===== src/energy_voice_activity_detector_assert.svh =====
// assertion macros for the energy voice activity detector
`ifndef ENERGY_VOICE_ACTIVITY_DETECTOR_ASSERT_SVH
`define ENERGY_VOICE_ACTIVITY_DETECTOR_ASSERT_SVH

// same-cycle implication, disabled during reset
`define EVAD_ASSERT_SAME(label, clk, rst, ante, cons) \
   label: assert property (@(posedge clk) disable iff (rst) (ante) |-> (cons)) \
      else $error("evad assertion failed");

// next-cycle implication, disabled during reset
`define EVAD_ASSERT_NEXT(label, clk, rst, ante, cons) \
   label: assert property (@(posedge clk) disable iff (rst) (ante) |=> (cons)) \
      else $error("evad assertion failed");

`endif


===== src/evad_pkg.sv =====
// shared types, constants and the reciprocal table of the voice activity detector
`timescale 1ns / 1ps

package evad_pkg;

   localparam int CSR_ADDR_WIDTH = 4;
   localparam int CSR_DATA_WIDTH = 32;
   localparam int MUL_A_WIDTH    = 24;
   localparam int MUL_B_WIDTH    = 16;

   // register indexes, taken from paddr[3:2]
   localparam logic [1:0] REG_LEVEL_SHIFT       = 2'd0;
   localparam logic [1:0] REG_CONFIDENCE_FRAMES = 2'd1;
   localparam logic [1:0] REG_THRESHOLD_FLOOR   = 2'd2;

   localparam logic [4:0]  LEVEL_SHIFT_RESET       = 5'd12;
   localparam logic [7:0]  CONFIDENCE_FRAMES_RESET = 8'd5;
   localparam logic [7:0]  THRESHOLD_FLOOR_RESET   = 8'd20;
   localparam logic [23:0] GROWTH_RESET            = 24'h010000;
   localparam logic [7:0]  SEED_MAX                = 8'd200;
   localparam logic [7:0]  SEED_MIN                = 8'd3;
   localparam logic [7:0]  LEVEL_MAX               = 8'd255;

   typedef struct packed {
      logic signed [15:0] sample;
      logic               frame_end;
   } req_type;

   typedef struct packed {
      logic [7:0] frame_level;
      logic [7:0] frame_threshold;
      logic       voice_active;
   } rsp_type;

   typedef struct packed {
      logic                   load;
      logic [MUL_A_WIDTH-1:0] a;
      logic [MUL_B_WIDTH-1:0] b;
   } mul_op_type;

   typedef enum logic [2:0] {
      ST_IDLE,
      ST_LEVEL,
      ST_LAMBDA,
      ST_BLEND,
      ST_THR,
      ST_GROW,
      ST_DONE
   } evad_state_type;

   // min(255, 256/(idx+1))
   function automatic logic [7:0] recip_rom(input logic [7:0] idx);
      logic [7:0] q;
      case (idx) inside
         8'd0:            q = 8'd255;
         8'd1:            q = 8'd128;
         8'd2:            q = 8'd85;
         8'd3:            q = 8'd64;
         8'd4:            q = 8'd51;
         8'd5:            q = 8'd42;
         8'd6:            q = 8'd36;
         8'd7:            q = 8'd32;
         8'd8:            q = 8'd28;
         8'd9:            q = 8'd25;
         8'd10:           q = 8'd23;
         8'd11:           q = 8'd21;
         8'd12:           q = 8'd19;
         8'd13:           q = 8'd18;
         8'd14:           q = 8'd17;
         8'd15:           q = 8'd16;
         8'd16:           q = 8'd15;
         8'd17:           q = 8'd14;
         8'd18:           q = 8'd13;
         [8'd19:8'd20]:   q = 8'd12;
         [8'd21:8'd22]:   q = 8'd11;
         [8'd23:8'd24]:   q = 8'd10;
         [8'd25:8'd27]:   q = 8'd9;
         [8'd28:8'd31]:   q = 8'd8;
         [8'd32:8'd35]:   q = 8'd7;
         [8'd36:8'd41]:   q = 8'd6;
         [8'd42:8'd50]:   q = 8'd5;
         [8'd51:8'd63]:   q = 8'd4;
         [8'd64:8'd84]:   q = 8'd3;
         [8'd85:8'd127]:  q = 8'd2;
         default:         q = 8'd1;
      endcase
      return q;
   endfunction

endpackage


===== src/evad_mul_unit.sv =====
// shared multiplier with registered low product bits
`timescale 1ns / 1ps

module evad_mul_unit (
   input  logic                                           clock,
   input  evad_pkg::mul_op_type                           mul_op,
   output logic [evad_pkg::MUL_A_WIDTH-1:0]               product_ff
);

   logic [evad_pkg::MUL_A_WIDTH+evad_pkg::MUL_B_WIDTH-1:0] full_product;
   logic [evad_pkg::MUL_A_WIDTH-1:0]                       product_in;

   assign full_product = mul_op.a * mul_op.b;

   // product holds while the sequencer is not using the unit
   assign product_in = mul_op.load ? full_product[evad_pkg::MUL_A_WIDTH-1:0] : product_ff;

   always_ff @(posedge clock) begin
      product_ff <= product_in;
   end

endmodule


===== src/energy_voice_activity_detector.sv =====
// energy voice activity detector: frame level, adaptive threshold and voice flag
`timescale 1ns / 1ps
`include "energy_voice_activity_detector_assert.svh"

// Accepts one signed 16-bit sample per beat and adds its magnitude into a 32-bit frame
// sum. A sample without frame_end gives no result. A sample with frame_end is followed
// by six sequencer steps (level and min/max tracking, lambda, blend, threshold and
// hysteresis, growth scaling, result load), where three multiplications share one 24x16
// multiplier with a registered product. The last step waits while a previous result is
// still stalled in the output register. req_stall is high during those steps. Registers:
// level_shift at 0x0, confidence_frames at 0x4, threshold_floor at 0x8; write them only
// while idle.
module energy_voice_activity_detector (
   input  logic                                  clock,
   input  logic                                  reset,
   input  logic                                  req_valid,
   output logic                                  req_stall,
   input  evad_pkg::req_type                     req_data,
   output logic                                  rsp_valid,
   input  logic                                  rsp_stall,
   output evad_pkg::rsp_type                     rsp_data,
   input  logic                                  csr_psel,
   input  logic                                  csr_penable,
   input  logic                                  csr_pwrite,
   input  logic [evad_pkg::CSR_ADDR_WIDTH-1:0]   csr_paddr,
   input  logic [evad_pkg::CSR_DATA_WIDTH-1:0]   csr_pwdata,
   output logic [evad_pkg::CSR_DATA_WIDTH-1:0]   csr_prdata,
   output logic                                  csr_pready
);

   evad_pkg::evad_state_type state_ff, state_in;

   logic [4:0]  shift_ff, shift_in;
   logic [7:0]  conf_ff, conf_in;
   logic [7:0]  floor_ff, floor_in;

   logic [31:0] abs_sum_ff, abs_sum_in;
   logic        first_ff, first_in;
   logic [7:0]  max_ff, max_in;
   logic [7:0]  min_ff, min_in;
   logic [23:0] gf_ff, gf_in;
   logic        prev_ff, prev_in;
   logic        cur_ff, cur_in;
   logic [7:0]  act_ff, act_in;
   logic [7:0]  inact_ff, inact_in;
   logic        rsp_valid_ff, rsp_valid_in;

   logic [7:0]        level_ff, level_in;
   logic [7:0]        thr_ff, thr_in;
   evad_pkg::rsp_type rsp_data_ff, rsp_data_in;

   evad_pkg::mul_op_type mul_op;
   logic [evad_pkg::MUL_A_WIDTH-1:0] product;

   logic        req_accept;
   logic        csr_write;
   logic [16:0] mag;
   logic [31:0] shifted;
   logic [7:0]  level_w;
   logic [7:0]  seed_max, grown_max, track_max, seed_min, track_min;
   logic [8:0]  diff_w, ndiff_w;
   logic [15:0] blend_w;
   logic [7:0]  thr_w;
   logic        out_free;

   evad_mul_unit mul_unit (
      .clock      (clock),
      .mul_op     (mul_op),
      .product_ff (product)
   );

   assign req_accept = req_valid && !req_stall;
   assign req_stall  = (state_ff != evad_pkg::ST_IDLE);
   assign rsp_valid  = rsp_valid_ff;
   assign rsp_data   = rsp_data_ff;
   assign csr_pready = 1'b1;
   assign csr_write  = csr_psel && csr_penable && csr_pwrite;
   assign out_free   = !rsp_valid_ff || !rsp_stall;

   // magnitude of the sample; -32768 gives 32768
   assign mag = req_data.sample[15] ? (17'd0 - {req_data.sample[15], req_data.sample})
                                    : {1'b0, req_data.sample};

   // level and min/max tracking
   assign shifted   = abs_sum_ff >> shift_ff;
   assign level_w   = (|shifted[31:8]) ? evad_pkg::LEVEL_MAX : shifted[7:0];
   assign seed_max  = first_ff ? ((level_w != 8'd0) ? level_w : evad_pkg::SEED_MAX) : max_ff;
   assign seed_min  = first_ff ? ((level_w != 8'd0) ? level_w : evad_pkg::SEED_MIN) : min_ff;
   assign grown_max = (level_w > seed_max) ? level_w : seed_max;
   assign track_max = (level_w < {3'd0, grown_max[7:3]}) ? (grown_max - 8'd1) : grown_max;
   assign track_min = (level_w < seed_min)
                      ? ((level_w == 8'd0) ? evad_pkg::SEED_MIN : level_w) : seed_min;

   assign diff_w  = {1'b0, max_ff} - {1'b0, min_ff};
   assign ndiff_w = {1'b0, min_ff} - {1'b0, max_ff};

   // (256-lambda)*max + lambda*min == 256*max + lambda*(min-max), low 16 bits
   assign blend_w = {max_ff, 8'h00} + product[15:0];
   assign thr_w   = (blend_w[15:8] < floor_ff) ? floor_ff : blend_w[15:8];

   always_comb begin
      state_in     = state_ff;
      shift_in     = shift_ff;
      conf_in      = conf_ff;
      floor_in     = floor_ff;
      abs_sum_in   = abs_sum_ff;
      first_in     = first_ff;
      max_in       = max_ff;
      min_in       = min_ff;
      gf_in        = gf_ff;
      prev_in      = prev_ff;
      cur_in       = cur_ff;
      act_in       = act_ff;
      inact_in     = inact_ff;
      level_in     = level_ff;
      thr_in       = thr_ff;
      rsp_data_in  = rsp_data_ff;
      rsp_valid_in = rsp_valid_ff && rsp_stall;
      mul_op       = '0;

      if (csr_write) begin
         unique case (csr_paddr[3:2])
            evad_pkg::REG_LEVEL_SHIFT:       shift_in = csr_pwdata[4:0];
            evad_pkg::REG_CONFIDENCE_FRAMES: conf_in  = csr_pwdata[7:0];
            evad_pkg::REG_THRESHOLD_FLOOR:   floor_in = csr_pwdata[7:0];
            default: ;
         endcase
      end

      unique case (state_ff)
         evad_pkg::ST_IDLE: begin
            if (req_accept) begin
               abs_sum_in = abs_sum_ff + {15'd0, mag};
               if (req_data.frame_end) begin
                  state_in = evad_pkg::ST_LEVEL;
               end
            end
         end
         evad_pkg::ST_LEVEL: begin
            level_in   = level_w;
            max_in     = track_max;
            min_in     = track_min;
            first_in   = 1'b0;
            gf_in      = gf_ff + 24'd1;
            abs_sum_in = '0;
            state_in   = evad_pkg::ST_LAMBDA;
         end
         evad_pkg::ST_LAMBDA: begin
            mul_op.load = 1'b1;
            mul_op.a    = {{15{diff_w[8]}}, diff_w};
            mul_op.b    = {8'd0, evad_pkg::recip_rom(max_ff)};
            state_in    = evad_pkg::ST_BLEND;
         end
         evad_pkg::ST_BLEND: begin
            // lambda straight from the product register
            mul_op.load = 1'b1;
            mul_op.a    = {{15{ndiff_w[8]}}, ndiff_w};
            mul_op.b    = product[15:0];
            state_in    = evad_pkg::ST_THR;
         end
         evad_pkg::ST_THR: begin
            thr_in = thr_w;
            if ({2'd0, level_ff[7:2]} >= thr_w) begin
               min_in = {min_ff[6:0], 1'b0};
            end
            if (level_ff > thr_w) begin
               if (act_ff == conf_ff) begin
                  prev_in  = cur_ff;
                  cur_in   = 1'b1;
                  inact_in = 8'd0;
               end else begin
                  cur_in = prev_ff;
                  act_in = act_ff + 8'd1;
               end
            end else begin
               if (inact_ff == conf_ff) begin
                  prev_in = cur_ff;
                  cur_in  = 1'b0;
                  act_in  = 8'd0;
               end else begin
                  cur_in   = prev_ff;
                  inact_in = inact_ff + 8'd1;
               end
            end
            state_in = evad_pkg::ST_GROW;
         end
         evad_pkg::ST_GROW: begin
            mul_op.load = 1'b1;
            mul_op.a    = gf_ff;
            mul_op.b    = {8'd0, min_ff};
            state_in    = evad_pkg::ST_DONE;
         end
         evad_pkg::ST_DONE: begin
            // product holds, so repeating this while stalled is harmless
            min_in = product[23:16];
            if (out_free) begin
               rsp_data_in.frame_level     = level_ff;
               rsp_data_in.frame_threshold = thr_ff;
               rsp_data_in.voice_active    = cur_ff;
               rsp_valid_in                = 1'b1;
               state_in                    = evad_pkg::ST_IDLE;
            end
         end
         default: state_in = evad_pkg::ST_IDLE;
      endcase
   end

   always_comb begin
      unique case (csr_paddr[3:2])
         evad_pkg::REG_LEVEL_SHIFT:       csr_prdata = {27'd0, shift_ff};
         evad_pkg::REG_CONFIDENCE_FRAMES: csr_prdata = {24'd0, conf_ff};
         evad_pkg::REG_THRESHOLD_FLOOR:   csr_prdata = {24'd0, floor_ff};
         default:                         csr_prdata = '0;
      endcase
   end

   always_ff @(posedge clock) begin
      if (reset) begin
         state_ff     <= evad_pkg::ST_IDLE;
         shift_ff     <= evad_pkg::LEVEL_SHIFT_RESET;
         conf_ff      <= evad_pkg::CONFIDENCE_FRAMES_RESET;
         floor_ff     <= evad_pkg::THRESHOLD_FLOOR_RESET;
         abs_sum_ff   <= '0;
         first_ff     <= 1'b1;
         max_ff       <= '0;
         min_ff       <= '0;
         gf_ff        <= evad_pkg::GROWTH_RESET;
         prev_ff      <= 1'b0;
         cur_ff       <= 1'b0;
         act_ff       <= '0;
         inact_ff     <= '0;
         rsp_valid_ff <= 1'b0;
      end else begin
         state_ff     <= state_in;
         shift_ff     <= shift_in;
         conf_ff      <= conf_in;
         floor_ff     <= floor_in;
         abs_sum_ff   <= abs_sum_in;
         first_ff     <= first_in;
         max_ff       <= max_in;
         min_ff       <= min_in;
         gf_ff        <= gf_in;
         prev_ff      <= prev_in;
         cur_ff       <= cur_in;
         act_ff       <= act_in;
         inact_ff     <= inact_in;
         rsp_valid_ff <= rsp_valid_in;
      end
   end

   always_ff @(posedge clock) begin
      level_ff    <= level_in;
      thr_ff      <= thr_in;
      rsp_data_ff <= rsp_data_in;
   end

   `EVAD_ASSERT_NEXT(a_frame_end_starts_seq, clock, reset, req_accept && req_data.frame_end, state_ff == evad_pkg::ST_LEVEL)
   `EVAD_ASSERT_NEXT(a_done_waits_on_stall, clock, reset, (state_ff == evad_pkg::ST_DONE) && rsp_valid_ff && rsp_stall, (state_ff == evad_pkg::ST_DONE) && rsp_valid_ff)
   `EVAD_ASSERT_NEXT(a_first_frame_cleared, clock, reset, state_ff == evad_pkg::ST_LEVEL, !first_ff)
   `EVAD_ASSERT_NEXT(a_busy_no_new_result, clock, reset, (state_ff != evad_pkg::ST_DONE) && !rsp_valid_ff, !rsp_valid_ff)

endmodule

===== config.mk =====
export PLATFORM = sky130hd
export DESIGN_NAME = energy_voice_activity_detector
export DESIGN_NICKNAME = d
export VERILOG_FILES = /design/src/evad_pkg.sv /design/src/evad_mul_unit.sv /design/src/energy_voice_activity_detector.sv
export VERILOG_INCLUDE_DIRS = /design/src /design/src/src
export SDC_FILE = /design/constraint.sdc
export NUM_CORES = 1
export LEC_CHECK = 0
export BUFFER_PORTS_ARGS = -buffer_cell sky130_fd_sc_hd__clkbuf_2
export CORE_ASPECT_RATIO = 1.75
export CORE_MARGIN = 5
export CORE_UTILIZATION = 55
export CTS_BUF_LIST = sky130_fd_sc_hd__clkbuf_4 sky130_fd_sc_hd__clkbuf_8
export DETAILED_ROUTE_END_ITERATION = 10
export PLACE_DENSITY = 0.82
export SLEW_MARGIN = 20
export SYNTH_ARGS = -nofsm -noshare
export SYNTH_HDL_FRONTEND = slang
export SYNTH_HIERARCHICAL = 1
export SYNTH_SLANG_ARGS = --single-unit

===== constraint.sdc =====
create_clock -name clock -period 20.2 [get_ports clock]
set_input_delay 1.01 -clock clock [delete_from_list [all_inputs] [get_ports clock]]
set_output_delay 1.01 -clock clock [all_outputs]
set_load 0.1 [all_outputs]

---- Yosys cells after proc, flatten, opt, wreduce, memory -nomap -nowiden ----
Index checks and enable logic that the tools add are counted.
cells by class
  multiplexer cells ....................... 65
  magnitude comparators ................... 28
  eq/ne operators ......................... 35
  shift-type cells ........................ 1
  add/sub/neg operators ................... 9
  reduce and logical (&&, ||, !) cells .... 39
  $mul .................................... 1
operators by type and width
  cell                                                  count
  2-to-1 mux 8 bit                                      19
  case mux 41 bit (3 select lines)                      1
  == test 8 x 4 -> 1 bit (second input constant)        8
  case mux 32 bit (2 select lines)                      1
  case mux 8 bit (3 select lines)                       2
  >= comparator 8 x 5 -> 1 bit (second input constant)  5
  <= comparator 8 x 5 -> 1 bit (second input constant)  5
  2-to-1 mux 5 bit                                      8
  adder 32 x 17 -> 32 bit                               1
  == test 8 x 3 -> 1 bit (second input constant)        4
  >= comparator 8 x 6 -> 1 bit (second input constant)  4
  <= comparator 8 x 6 -> 1 bit (second input constant)  4
  2-to-1 mux 32 bit                                     1
  2-to-1 mux 4 bit                                      8
  >> shifter 32 x 5 -> 32 bit                           1
  adder 24 x 1 -> 24 bit (second input constant)        1
  == test 8 x 5 -> 1 bit (second input constant)        3
  multiplier 24 x 16 -> 24 bit                          1
  2-to-1 mux 6 bit                                      4
  OR reduction 24 bit                                   1
  2-to-1 mux 3 bit                                      7
  case mux 3 bit (7 select lines)                       1
  subtractor 8 x 8 -> 9 bit                             2
  2-to-1 mux 17 bit                                     1
  34 further kinds                                      85
word-level totals
  output and inout port bits .............. 52
  flip-flop bits (word level) ............. 173
  word-level logic and storage cells ...... 198

---- Logic depth before layout (Yosys ltp) ----
Gate-level depths: netlist (run 1).
  depth after elaboration ................. 34
  depth in mapped cells ................... 34
  mapped depth without buffers ............ 31

---- Cells and area by module ----
Netlist (run 1), hierarchy kept.
modules (own cells, without submodules)
  module                          area each (um2)  cells an instance  instances
  energy_voice_activity_detector  13116.3          1580               1
  evad_mul_unit                   8590.7           945                1

---- Worst setup path before layout (run 1) ----
Ideal clock, no wire load.
  path kind ............................... reg-to-reg
  start point ............................. register max_ff[0]
  end point ............................... register mul_unit/product_ff[23] (netlist name) (data pin)
  slack ................................... 12.189 ns
  data required time ...................... 19.942 ns
  stages on the path, launching flop included .. 31
  data arrival time ....................... 7.754 ns
  clock period less this slack ............ 8.011 ns
  buffers on the path ..................... 3
  cell sequence ........................... dfxtp_1 clkbuf_1 inv_1 ha_1 inv_1 fa_1 a21o_1 a21oi_1 o21ai_0 o41ai_1 clkbuf_1 a21o_1 clkbuf_1 nand2_1 fa_1 inv_1 fa_1 inv_1 fa_1 inv_1 fa_1 fa_1 inv_1 fa_1 inv_1 ha_1 nor2b_1 or3_1 a2111oi_2 or3_1 xnor2_1
RTL lines
  element                 RTL line                               RTL
  from (decl)             energy_voice_activity_detector.sv:39   logic [7:0] max_ff, max_in;
  from (signal assigned)  energy_voice_activity_detector.sv:240  max_ff <= max_in;
  to (signal assigned)    evad_mul_unit.sv:19                    product_ff <= product_in;
  to (decl)               evad_mul_unit.sv:7                     output logic [evad_pkg::MUL_A_WIDTH-1:0] product_ff

==> impl_metrics.py, run 1 <==
metrics = {
    "routing": {
        "routed_wl_um": 60000,
        "num_vias": 18800,
        "routedWlPerCell_um": 20.1,
        "detail-route-antenna-nets": 0,
        "firstDrtPassIters": 6,
        "drtIter0Drc": 1612,
        "vias_per_cell": 6.31,
        "drcViolationCount": 0,
    },
    "grt": {
        "grt_usage_pct": 27.3,
        "antenna_found_initial": 2,
        "grt_pass1_vias": 19800,
        "grt.overflow.total": 0,
        "grt_max_degree": 80,
        "grt_pass1_wl_um": 97400,
    },
    "synthesis": {
        "syn-cell-area_mm2": 0.0217,
        "ys_ff_latch": 173,
        "synth_adder_area_share_pct": 26.3,
        "synth_xor_xnor_area_share_pct": 5.54,
        "synth_compound_area_share_pct": 14.8,
        "yosysTopAreaCell": "fa_1",
        "synthDistinctLibCells": 99,
        "yosys_warnings": 6,
        "syn_inst": 2525,
        "synthMuxAreaShare_pct": 6.83,
        "synth_area_leaders": "fa_1, dfxtp_1, ha_1",
        "synth_top_area_share_pct": 18.1,
        "synth.avg_cell_area_um2": 8.60,
        "synth_top_family_by_area": "adder cells",
        "synthArstFlopShare_pct": 0,
        "synth_edf_count": 57,
        "ys.flop_type": "dfxtp_1",
        "synthSimpleGateAreaFrac_pct": 19.0,
        "yosysSeqAreaShare_pct": 18.6,
    },
    "floorplan": {
        "die-area_mm2": 0.0437,
        "coreArea_mm2": 0.0392,
        "fp-row-count": 96,
        "dieHeight_um": 273,
        "die_x_um": 160,
        "initial_utilization_pct": 55.4,
        "num_io_pins": 112,
    },
    "clocking": {
        "cts_made_buffers": 17,
        "cts_resized": 0,
        "htree_levels": 4,
        "cts.sinks": 173,
        "clock-root-buffer": "clkbuf_8",
        "hold_buffers": 0,
        "cts_tree": "built",
        "clk_path_buf_depth": 2,
        "path_clk_slew_ps": 110,
        "clock_latency_ps": 520,
        "postCtsSetupBuffers": 0,
    },
    "pwr": {
        "pwr-share-comb_pct": 44.3,
        "p_sw_share_pct": 43.1,
        "p_leak_nw": 9.86,
        "peakVddDrop_mv": 0.0456,
        "switchingPower_w": 0.000521,
        "power.density_mw_per_mm2": 53.5,
        "clkPwrFrac_pct": 22.0,
        "pwr-share-seq_pct": 33.7,
        "p_int_w": 0.000689,
    },
    "critical_path": {
        "critPathMaxFanout": 20,
        "r2r_slack_ps": 11440,
        "cp_data_arrival_time_ps": 9010,
        "r2r_start": "max_ff[3]$_SDFFE_PP0P_",
        "r2r-end": "mul_unit/product_ff[20]$_DFFE_PP_",
        "worstPathRequired_ps": 20450,
        "crit_path_end_kind": "flop",
        "crit_type": "flop to flop",
        "r2r_cells": 23,
        "cp-start-kind": "flop",
    },
    "sta": {
        "tns_ps": 0,
        "period_minus_slack_ps": 8760,
        "slew_violations": 0,
        "final.setup_skew_ps": 24.1,
        "min_period_over_period_pct": 43.4,
        "worst_pin_slew_ps": 1050,
        "max_freq_ghz": 0.114,
        "hold_viol": 0,
        "setup_viol_count_final": 0,
        "slew-limit-headroom_pct": 28.3,
        "rsz0062_at_grt": "false",
    },
    "flow_run": {
        "drv_cap": 0,
    },
    "min_path": {
        "min_from": "thr_ff[5]$_DFFE_PP_",
        "worstHoldPathCells": 0,
        "holdPathEnd": "rsp_data[6]$_DFFE_PP_",
        "hp-class": "flop to flop",
    },
    "cells_and_area": {
        "syn_to_final_growth_pct": 4.05,
        "final_nets": 2880,
        "layout-drive-gt1-share_pct": 8.46,
        "final_area_mm2": 0.0226,
    },
    "place": {
        "gp_congestion": 0.970,
        "hpwl_um": 45300,
        "io_buffers": 60,
        "place_area_mm2": 0.0221,
    },
    "run_status": {
        "outcome": "completed",
    },
}
==> worst max-delay path: stages (launching register included) <==
cell	delay, ps
dfxtp_1	840
inv_1	340
ha_1	450
a21oi_1	280
o21ai_0	150
o41ai_2	420
buf_4	300
a21o_1	590
nand2_1	190
fa_1	590
fa_1	440
fa_1	480
fa_1	490
inv_1	60
fa_1	540
inv_1	70
fa_1	520
inv_1	40
ha_1	350
a21oi_1	320
nand2_1	90
a21oi_1	570
a21oi_1	180
xor2_1	180
==> sequential cells by signal, indices dropped and copies added (netlist names), 17 cells and up <==
register	flops
abs_sum_ff	32
gf_ff	24
mul_unit/product_ff	24
rsp_data	17
==> cell families (layout without fill, tap and decap cells) <==
group / Yosys count / count (layout)
adders and majority gates: 338 / 338
AOI/OAI and AO/OA: 469 / 469
and+or+nand+nor: 832 / 832
xor gates and xnor gates: 134 / 134
DFF: 173 / 173
buffers and inverters: 472 / 418
other: 2 / 27
muxes: 105 / 105
==> power groups by stage <==
stage	Clock (W)	Combinational [W]	Sequential (W)
after floorplan	0	0.000411	0.000399
after global placement	0	0.000500	0.000413
after detailed placement	0	0.000522	0.000414
after CTS	0.000270	0.000525	0.000406
after global routing	0.000283	0.000587	0.000409
final	0.000267	0.000536	0.000407
==> metrics by stage <==
step | total power [W] | util [%] | hold slack, ps | instances | setup WS (ps)
final | 0.00121 | 57.7 | 433 | 2986 | 11440
after global routing | 0.00128 | 57.7 | 443 | 2986 | 11120
after CTS | 0.00120 | 57.6 | 429 | 2985 | 11600
after detailed placement | 0.000936 | 56.5 | 405 | 2953 | 11600
after global placement | 0.000913 | 56.5 | 403 | 2953 | 11800
after floorplan | 0.000810 | - | 400 | 2549 | 12190
==> cells in the mapped netlist, types with 12 or more instances <==
cell and n:
and2_1 123, mux4_2 33, xor2_1 63, mux2i_1 57, nand4_1 18, mux2_2 12
nor2_1 148, nand2_1 266, clkbuf_1 122, xnor2_1 68, o21ai_0 95, edfxtp_1 57
nor3_1 34, o31ai_1 15, nor2b_1 26, a21oi_1 110, a211oi_1 18, ha_1 142
nand2b_1 21, buf_4 31, fa_1 196, or2_2 12, dfxtp_1 116, a31oi_1 15
inv_1 296, and3_1 23, nor4_1 13, nand3_1 74, a21o_1 53, or3_1 29
==> layout by cell type, fill, tap and decap left out, drive strengths merged, types with 33 or more instances in the layout <==
master	count
a21o	53
a21oi	110
and2	124
clkbuf	76
dfxtp	116
edfxtp	57
fa	196
ha	142
inv	304
mux2i	57
mux4	33
nand2	270
nand3	74
nor2	149
nor3	35
o21ai	102
xnor2	70
xor2	63
==> layer usage <==
layer | track usage [%] | part of all wire (%)
met1 | 26.9 | 33
met2 | 50.0 | 52
met3 | 4.90 | 6.3
met4 | 21.2 | 8.5
met5 | 0 | 0
==> area by class of cell <==
cell class                      count  area, µm²
Clock inverter                     15        210
Timing Repair Buffer               88        513
Inverter                          298       1120
Sequential cell                   173       4040
Multi-Input combinational cell   1904      15900
Tap cell                          490        613
Fill cell                        3372      16600
Clock buffer                       17        234
Antenna cell                        1       2.50
==> how the worst max path moves through the flow <==
stage	start	endpoint	slack (ps)	cells past startpoint
floorplan	max_ff[0]$_SDFFE_PP0P_	mul_unit/product_ff[23]$_DFFE_PP_	12190	30
global placement	max_ff[3]$_SDFFE_PP0P_	mul_unit/product_ff[20]$_DFFE_PP_	11800	24
detailed placement	max_ff[3]$_SDFFE_PP0P_	mul_unit/product_ff[23]$_DFFE_PP_	11600	24
CTS	max_ff[3]$_SDFFE_PP0P_	mul_unit/product_ff[23]$_DFFE_PP_	11600	25
global route	max_ff[3]$_SDFFE_PP0P_	mul_unit/product_ff[20]$_DFFE_PP_	11120	24
finish	max_ff[3]$_SDFFE_PP0P_	mul_unit/product_ff[20]$_DFFE_PP_	11440	23
Note: power is estimated with default switching activity, not from simulation.
==> run 2: changes to the inputs <==
PLACE_DENSITY = 0.85   (was 0.82)
clock period = 8 ns   (was 20.2 ns; I/O delays follow)
==> impl_metrics.py, run 2 (synthesized netlist as in run 1, its figures left out) <==
metrics = {
    "floorplan": {
        "die-area_mm2": 0.0437,
        "dieHeight_um": 273,
        "coreArea_mm2": 0.0392,
        "num_io_pins": 112,
        "fp-row-count": 96,
        "die_x_um": 160,
        "initial_utilization_pct": 55.4,
    },
    "cells_and_area": {
        "largestRegisters": "abs_sum_ff x32, gf_ff x24, mul_unit/product_ff x24",
        "ff_latch_area_mm2": 0.00405,
        "fin_util_pct": 59.2,
        "final_common_cell": "inv_1",
        "syn_to_final_growth_pct": 6.73,
        "num-fill-cells": 3294,
        "final_nets": 2943,
        "largest_reg_flops": 32,
        "mostFrequentLayoutCells": "inv_1, nand2_1, fa_1",
        "multi_input_area_mm2": 0.0159,
        "layout-drive-gt1-share_pct": 11.1,
        "top_register": "abs_sum_ff",
    },
    "pwr": {
        "p_int_w": 0.00176,
        "p_total_w": 0.00311,
        "p_leak_nw": 10.2,
        "power.density_mw_per_mm2": 134,
        "peakVddDrop_mv": 0.102,
        "clkPwrFrac_pct": 21.4,
        "pwr-share-comb_pct": 45.8,
        "pwr-share-seq_pct": 32.8,
        "switchingPower_w": 0.00136,
        "p_sw_share_pct": 43.5,
    },
    "sta": {
        "hold_viol": 0,
        "worst_pin_slew_ps": 1020,
        "rsz0062_at_grt": "true",
        "final.setup_skew_ps": 22.9,
        "max_freq_ghz": 0.129,
        "setup_slack_ps": 239,
        "min_period_over_period_pct": 97.0,
        "slew-limit-headroom_pct": 31.7,
        "period_minus_slack_ps": 7760,
        "setup_viol_count_final": 0,
        "slew_violations": 0,
    },
    "critical_path": {
        "worstPathRequired_ps": 8250,
        "critPathMaxFanout": 7,
        "crit_path_end_kind": "flop",
        "cp-start-kind": "flop",
        "cp_data_arrival_time_ps": 8010,
        "cpPeakStageDelay_ps": 580,
        "path_common_cell": "fa_1",
        "critPathSlowestCell": "fa_1",
        "crit_type": "flop to flop",
    },
    "min_path": {
        "hp-class": "primary input to flop",
    },
    "run_status": {
        "outcome": "completed",
    },
    "place": {
        "dp_slack_ps": 130,
        "gp_congestion": 1.00,
        "hpwl_um": 47300,
        "io_buffers": 60,
    },
    "clocking": {
        "path_clk_slew_ps": 110,
        "clock_latency_ps": 520,
        "cts_made_buffers": 17,
        "clk_path_buf_depth": 2,
        "hold_buffers": 0,
        "htree_levels": 4,
        "clock-root-buffer": "clkbuf_8",
        "cts_tree": "built",
        "cts.sinks": 173,
    },
    "grt": {
        "grt_pass1_wl_um": 98500,
        "grt_max_degree": 83,
        "antenna_found_initial": 1,
        "grt.overflow.total": 0,
        "grt_usage_pct": 27.7,
        "grt_pass1_vias": 19800,
    },
    "routing": {
        "drcViolationCount": 0,
        "drtIter0Drc": 1680,
        "vias_per_cell": 6.27,
        "routed_wl_um": 61500,
        "routedWlPerCell_um": 20.2,
        "detail-route-antenna-nets": 0,
        "num_vias": 19100,
        "firstDrtPassIters": 7,
    },
    "flow_run": {
        "drv_cap": 0,
    },
}
-- run 2: cell types whose count changed in the layout (fill, tap and decap cells not counted), sizes merged --
cell / before / now
buf: 29 / 91
bufinv: 1 / 0
clkbuf: 76 / 77
clkinv: 8 / 5
inv: 304 / 308
-- run 2: worst max-delay path, delay by kind of cell (launching register included) --
family          cells  cell delay [ps]
compound gates      9             1850
xor+xnor            2              250
fa+ha+maj           9             4040
buf+inv             6              550
flops               1              350
simple gates        3              450
-- run 2: what timing repair did --
action,in CTS,in global routing
setup endpoints to repair,0,13
buffers inserted,0,4
resized for setup,0,23
endpoints found under the hold margin,0,0
-- run 2: metrics by stage --
stage          hold WS [ps]  setup TNS, ps  std cells  area (µm²)
4_1_cts                 109              0       3043       23000
3_3_place_gp            402              0       3011       22600
5_1_grt                 116          -51.8       3049       23200
3_5_place_dp            406              0       3011       22600
2_1_floorplan           400              0       2549       21800
6_report                136              0       3049       23200
-- run 2: final cells by class --
type	instances	area share (%)
clock buffers	17	1.01
clock inverters	15	0.848
diodes	1	0.0108
repair buffers	151	4.61
well taps	490	2.65
flip-flops and latches	173	17.5
multi-input cells	1904	68.6
inverters	298	4.83
-- run 2: power by group through the flow --
stage	clock network (W)	registers (W)	logic [W]
6_report	0.000666	0.00102	0.00142
5_1_grt	0.000706	0.00103	0.00155
4_1_cts	0.000673	0.00102	0.00138
3_5_place_dp	0	0.00104	0.00137
3_3_place_gp	0	0.00104	0.00132
2_1_floorplan	0	0.00101	0.00104
-- run 2: path summary, 6_finish.rpt --
kind                                              from                           endpoint  slack, ps  cells past startpoint
worst min-delay path                     csr_pwdata[2]           floor_ff[2]$_SDFFE_PP1P_        140                      2
worst max register to register  min_ff[0]$_SDFFE_PP0P_  mul_unit/product_ff[23]$_DFFE_PP_        240                     29
worst max-delay path            min_ff[0]$_SDFFE_PP0P_  mul_unit/product_ff[23]$_DFFE_PP_        240                     29
worst min register to register     thr_ff[7]$_DFFE_PP_              rsp_data[8]$_DFFE_PP_        430                      0
-- run 2: layer usage --
metal | GRT usage [%] | part of all wire (%) | routed length [µm]
met1 | 28.4 | 33 | 20500
met2 | 51.3 | 52 | 31900
met3 | 3.21 | 5.8 | 3570
met4 | 20.6 | 8.8 | 5430
met5 | 0 | 0 | 0
==> run 3: changes to the inputs <==
SYNTH_HIERARCHICAL = default   (was 1)
==> impl_metrics.py, run 3 <==
metrics = {
    "run_status": {
        "outcome": "completed",
    },
    "cells_and_area": {
        "syn_to_final_growth_pct": 11.6,
        "layout-drive-gt1-share_pct": 15.2,
        "fin_util_pct": 61.7,
        "largestRegisters": "abs_sum_ff x32, gf_ff x24, mul_unit.product_ff x24",
        "mostFrequentLayoutCells": "inv_1, nor2_1, nand2_1",
        "top_register": "abs_sum_ff",
        "final_area_mm2": 0.0236,
        "final_nets": 3028,
        "largest_reg_flops": 32,
        "final_common_cell": "inv_1",
        "fin_cells": 3129,
    },
    "pwr": {
        "pwr-share-comb_pct": 47.6,
        "p_sw_share_pct": 42.1,
        "power.density_mw_per_mm2": 137,
        "p_int_w": 0.00187,
        "p_total_w": 0.00323,
        "p_leak_nw": 10.3,
        "clkPwrFrac_pct": 21.2,
        "peakVddDrop_mv": 0.126,
        "pwr-share-seq_pct": 31.2,
        "switchingPower_w": 0.00136,
    },
    "critical_path": {
        "cp-start-kind": "flop",
        "crit_type": "flop to flop",
        "critPathMaxFanout": 5,
        "crit_path_end_kind": "flop",
        "cpPeakStageDelay_ps": 580,
        "worstPathRequired_ps": 8260,
        "critPathSlowestCell": "fa_1",
        "cp_data_arrival_time_ps": 8040,
    },
    "floorplan": {
        "dieHeight_um": 269,
        "fp-row-count": 95,
        "die_x_um": 158,
        "coreArea_mm2": 0.0382,
        "die-area_mm2": 0.0426,
        "initial_utilization_pct": 55.3,
        "num_io_pins": 112,
    },
    "synthesis": {
        "synth.avg_cell_area_um2": 8.45,
        "yosysTopAreaCell": "fa_1",
        "yosys_warnings": 0,
        "syn_inst": 2499,
        "synth_top_area_share_pct": 18.6,
        "synth_commonest_cells": "inv_1, nor2_1, nand2_1, fa_1, ha_1",
        "synthArstFlopShare_pct": 0,
        "synth_area_leaders": "fa_1, dfxtp_1, ha_1",
        "synthDistinctLibCells": 93,
        "synth_edf_count": 57,
        "ys.flop_type": "dfxtp_1",
        "yosysSeqAreaShare_pct": 19.1,
        "ys_ff_latch": 173,
        "syn-cell-area_mm2": 0.0211,
        "yosysMostFrequentCell": "inv_1",
    },
    "grt": {
        "grt_usage_pct": 31.0,
        "grt_max_degree": 77,
        "grt_pass1_vias": 19900,
        "grt.overflow.total": 0,
        "antenna_found_initial": 1,
        "grt_pass1_wl_um": 103000,
    },
    "sta": {
        "tns_ps": 0,
        "slew_violations": 0,
        "setup_viol_count_final": 0,
        "hold_viol": 0,
        "max_freq_ghz": 0.129,
        "final.setup_skew_ps": 14.0,
        "period_minus_slack_ps": 7780,
        "slew-limit-headroom_pct": 36.2,
        "min_period_over_period_pct": 97.3,
        "worst_pin_slew_ps": 950,
    },
    "routing": {
        "vias_per_cell": 6.12,
        "drtIter0Drc": 1800,
        "drcViolationCount": 0,
        "firstDrtPassIters": 6,
        "routed_wl_um": 66200,
        "num_vias": 19100,
        "detail-route-antenna-nets": 0,
        "routedWlPerCell_um": 21.1,
    },
    "place": {
        "io_buffers": 60,
        "dp.cells": 3084,
        "gp_congestion": 1.07,
        "hpwl_um": 52800,
        "place_area_mm2": 0.0227,
    },
    "clocking": {
        "cts_tree": "built",
        "cts_made_buffers": 17,
        "cts.sinks": 173,
        "hold_buffers": 0,
        "clock_latency_ps": 500,
        "clock-root-buffer": "clkbuf_8",
        "clk_path_buf_depth": 2,
        "htree_levels": 4,
        "path_clk_slew_ps": 100,
    },
    "flow_run": {
        "drv_cap": 0,
    },
    "min_path": {
        "hp-class": "primary input to flop",
    },
}
[run 3: worst paths after layout]
path,slack (ps),to,from,cells past startpoint
hold / removal,140,floor_ff[2]$_SDFFE_PP1P_,csr_pwdata[2],2
setup / recovery,220,mul_unit.product_ff[23]$_DFFE_PN_,max_ff[1]$_SDFFE_PP0P_,34
setup reg to reg,220,mul_unit.product_ff[23]$_DFFE_PN_,max_ff[1]$_SDFFE_PP0P_,34
hold reg to reg,430,rsp_data[5]$_DFFE_PP_,thr_ff[4]$_DFFE_PN_,0
[run 3: worst max-delay path: cells and delay by family, from the launching register on]
kind	cells	cell delay, ps
adder cells (fa/ha/maj)	8	3730
XOR/XNOR	2	320
flip-flops	1	360
buffers and inverters	7	560
AND/OR/NAND/NOR	4	430
AO/OA/AOI/OAI	13	2100
[run 3: cell type report]
class	instances	area [µm²]
multi-input cells	1860	15500
fillers	3175	14600
flip-flops and latches	173	4040
clock inverters	13	171
clock buffers	19	249
inverters	335	1260
well taps	485	607
repair buffers	243	1760
diodes	1	2.50
[run 3: cells by family (layout without fill, tap and decap cells)]
family,Yosys count,count (layout),share of synthesized area [%]
AOI/OAI and AO/OA,439,439,14.5
xor gates and xnor gates,147,147,6.16
adders and majority gates,338,338,27.0
buffers and inverters,490,610,9.44
DFF,173,173,19.1
muxes,102,102,6.35
other,2,27,0.0356
and+or+nand+nor,808,808,17.4
[run 3: power groups by stage]
stage	Sequential (W)	Clock, W	Combinational, W
CTS	0.00100	0.000692	0.00147
global placement	0.00102	0	0.00140
detailed placement	0.00102	0	0.00145
finish	0.00101	0.000686	0.00154
floorplan	0.00100	0	0.00102
global route	0.00101	0.000732	0.00167
[run 3: repair_timing]
action	CTS	global route
resized for setup	12	58
cloned	0	0
hold endpoints to repair	0	0
setup endpoints to repair	4	6
setup buffers	2	10
pin swaps	4	34
[run 3: metal layers]
metal,up-vias,global-route usage (%),part of all wire [%]
met5,-,0,0
met4,0,27.8,11
met3,410,5.05,5.7
met2,929,54.5,51
met1,9218,30.0,32
li1,8581,-,-
[run 3: per-stage QoR]
stage | setup slack [ps] | hold slack [ps]
after floorplan | 89.8 | 400
after global placement | -320 | 402
after detailed placement | -377 | 407
after CTS | 96.3 | 113
after global routing | -99.3 | 132
final | 219 | 144
